==> src/design/rrgp_ram.sv <==
`timescale 1ns / 1ps
`default_nettype none
module rrgp_ram #(
  parameter int WIDTH = 8,
  parameter int DEPTH = 16
) (
  input  wire logic                     clk,
  input  wire logic                     we,
  input  wire logic [$clog2(DEPTH)-1:0] waddr,
  input  wire logic [WIDTH-1:0]         wdata,
  input  wire logic [$clog2(DEPTH)-1:0] raddr,
  output logic      [WIDTH-1:0]         rdata
);
  logic [WIDTH-1:0] mem [DEPTH];

  always_ff @(posedge clk) begin
    if (we) begin
      mem[waddr] <= wdata;
    end
    rdata <= mem[raddr];
  end
endmodule
`default_nettype wire

==> config.mk <==
export PLATFORM = sky130hd
export DESIGN_NAME = rrgp_ram
export DESIGN_NICKNAME = d
export VERILOG_FILES = /design/src/design/rrgp_ram.sv
export SDC_FILE = /design/constraint.sdc
export NUM_CORES = 1
export LEC_CHECK = 0
export BUFFER_PORTS_ARGS = -buffer_cell sky130_fd_sc_hd__buf_4
export CAP_MARGIN = 30
export CORE_MARGIN = 3
export CORE_UTILIZATION = 55
export CTS_CLUSTER_DIAMETER = 80
export DETAILED_ROUTE_END_ITERATION = 8
export HOLD_SLACK_MARGIN = 0.06
export PLACE_DENSITY = 0.77
export SYNTH_ARGS = -nofsm -noshare
export SYNTH_HDL_FRONTEND = slang
export SYNTH_SLANG_ARGS = --single-unit
==> constraint.sdc <==
create_clock -name clk -period 3.7 [get_ports clk]
set_input_delay 0.555 -clock clk [delete_from_list [all_inputs] [get_ports clk]]
set_output_delay 0.555 -clock clk [all_outputs]
set_load 0.03 [all_outputs]
== Word level (Yosys, flattened, before mapping) ==
Memories as Yosys holds them, arrays and structs flattened. A register that Yosys moved wholly into a read port is not among the register bits.
Index checks and enable logic that the tools add are counted.

* Output and inout bits: 8
* Input bits: 18
* Bits in writable memories: 128
* Bits in registers: 0
* Word-level logic and storage cells: 3
* Memories kept: 1

* Mux-type cells: 2

{| class="wikitable"
|+ Memory list
! name !! words !! bits a word !! rd ports !! clocked after memory_dff !! wr ports !! line !! source
|-
| mem || 16 || 8 || 1 || 1 || 1 || 14 || <nowiki>logic [WIDTH-1:0] mem [DEPTH];</nowiki>
|}

{| class="wikitable"
|+ Operator list
! kind !! number
|-
| 1-bit 2-to-1 mux || 2
|}

== Depth between registers and ports, before layout ==
* Depth in word-level cells: 2
* Depth in mapped cells: 5
* Depth with buffers taken out: 3

== Worst setup path after synthesis ==
OpenSTA, ideal clock, no wires.

* Kind: input to register
* From: input port waddr[2]
* To: memory mem[0][0] (enable)
* Setup slack: 1652 ps
* Required time: 3317 ps
* Cell stages on the path: 2
* Setup time: 383 ps
* Buffers on the path: 0
* Arrival time: 1665 ps
* Path through: or3b_2 -> nor3_1

{| class="wikitable"
|+ RTL lines
! element !! line !! source
|-
| from (decl) || 9 || <nowiki>input wire logic [$clog2(DEPTH)-1:0] waddr,</nowiki>
|-
| to (decl) || 14 ||
|}

Straight into the memory's write port.

==> run metrics <==
Worst slew margin=30.8%; total global-route track usage=21.6%; Worst-Margin Slew=1.03 ns; placed insts=355; setup ws final=1.96 ns; largest net degree at the start of global routing=33; critical path endpoint category=register; die area=10600 sq um; first-pass GRT wire length=15.3 mm; # nets final=286; most frequent cell after synthesis=edfxtp_1; Initial Util=57.9%; fin crit period=1.74 ns; antenna cell count=0; setup_tns=0 ns; Worst EP required=4.09 ns; core footprint=8890 sq um; Via density=6.19; Pre-Repair DR Iteration Count=4; Yosys top cell by area=edfxtp_1; Syn Inst Count=229; outcome=complete, no violations; asr flop ratio synth=0%; remaining antenna violation count after routing=0; EDFF count, synth=128; area of the multi-input gates=1060 sq um; Die X=103 microns; vias in the first global route=2433; post-synthesis sequential area ratio=77.8%; Setup WS pre-CTS=1.44 ns; via count=2409; Max Fclk=576 MHz; MaxCap Viol Count=0; Ys Warns=0; initial antenna violation count=0; Clk pin slew, worst setup/hold paths=0.06 ns; grt ovf=0; CP Data Arrival Time=2.13 ns; cell area power density=591 nW/um^2; clk_lat worst skew=0.52 ns; unrepaired setup endpoints after global routing=false; num ports=26; synth top area cells=edfxtp_1, mux4_2, mux4_1; post-cts resize count=0; syn_nets=247; Detail Placement HPWL=6.10 mm; crit share post-route=46.9%; hold_buf cts=0; CP Max Fanout=32; H-tree lvl count=4; Final setup viols=0; standard-cell rows=34; crit path kind=in2reg; unique cell type count in the Yosys netlist=19; Sinks on Clock Net=136; FF/Latch Area=4000 sq um; non-filler cells, final=389; routed len/inst=26.5 microns; DRT iter0 DRCs=270; DR DRC count=0; CTS tree=done; share of cells above drive strength 1=27.4%; hold violation count in the final report=0; Layout area overhead=16.6%; top cell type's share of synthesized area=74.7%; Worst IR Drop VDD=0.351 mV; Synth Area per Inst=22.5 sq um; CTS max path bufs=2; Num CTS Buffers=17; Leak=2.01 nW; Placer Congestion=0.811; filler cell count=523; IO Port Bufs=25; total wire length=10.3 mm; Synth Cell Area=5150 sq um; #FFs+latches synth=136; Top FF cell, synth=edfxtp_1; setup bufs post-CTS=0; top post-synthesis cells by count=edfxtp_1, mux4_2, a22oi_1, mux4_1, nor2_1; Worst R2R Setup Slack=2.26 ns; critical path startpoint category=primary input; skew final=0.0118 ns; Slew Viols, Final=0; Tot Pwr=3.55 mW; die height=103 microns; CTS root buffer=clkbuf_8; Tightest Hold Check Type=in2reg; Min Hold Slack=0.353 ns
through the flow:
step                utilization (%)  area [sq um]
floorplan                         -          5150
global placement               60.7          5400
detailed placement             60.8          5410
CTS                            67.3          5990
global route                   67.5          6000
finish                         67.5          6000
cell type report:
type	instances	share of cell area [%]
sequential	136	66.7
multi-input combinational	83	17.7
clock buffer	20	7.09
timing repair buffer	30	3.71
clock inverter	12	2.52
tap	108	2.25
critical path: stages:
cell and delay [ns]:
buf_4 0.47, mux4_1 0.62, a22oi_1 0.37, nand2_1 0.09
sequential cells by signal, summed over array words and instances (netlist names):
| register | count |
|---|---|
| rdata | 8 |
| mem | 128 |
worst paths after layout:
kind	startpoint	to	depth (start not counted)
max	raddr[0]	rdata[2]	4
min	wdata[5]	mem[6][5]	1
max reg2reg	mem[9][2]	rdata[2]	3
min reg2reg	mem[12][4]	rdata[4]	3
metal layers:
layer,wire (microns),part of all wire (%),up-vias,global-route usage [%]
li1,-,-,1054,-
met1,4210,41,1231,30.3
met2,5120,50,106,32.5
met3,742,7.2,18,6.77
met4,237,2.3,0,8.47
met5,0,0,-,0
power by group:
part	internal, mW	total (mW)	switching (mW)	leakage, nW
clock network	1.02	1.63	0.605	0.271
registers	1.72	1.74	0.0127	1.22
logic	0.0733	0.184	0.111	0.519
kinds of logic after synthesis:
logic type | synth area share, %
DFF | 77.8
AOI/OAI and AO/OA | 2.33
and+or+nand+nor | 3.18
buffers and inverters | 1.68
muxes | 15.0
cell usage in the layout (no fill, tap or decap), types with 3 or more instances in the layout:
cell,instances
a22oi_1,16
buf_4,29
bufinv_16,3
clkbuf_1,3
clkbuf_16,16
clkinvlp_4,3
dfxtp_1,8
edfxtp_1,128
mux4_1,14
mux4_2,18
nand2_1,9
nor2_1,13
nor3_1,3
No activity file was read; power rests on OpenSTA's default activity.
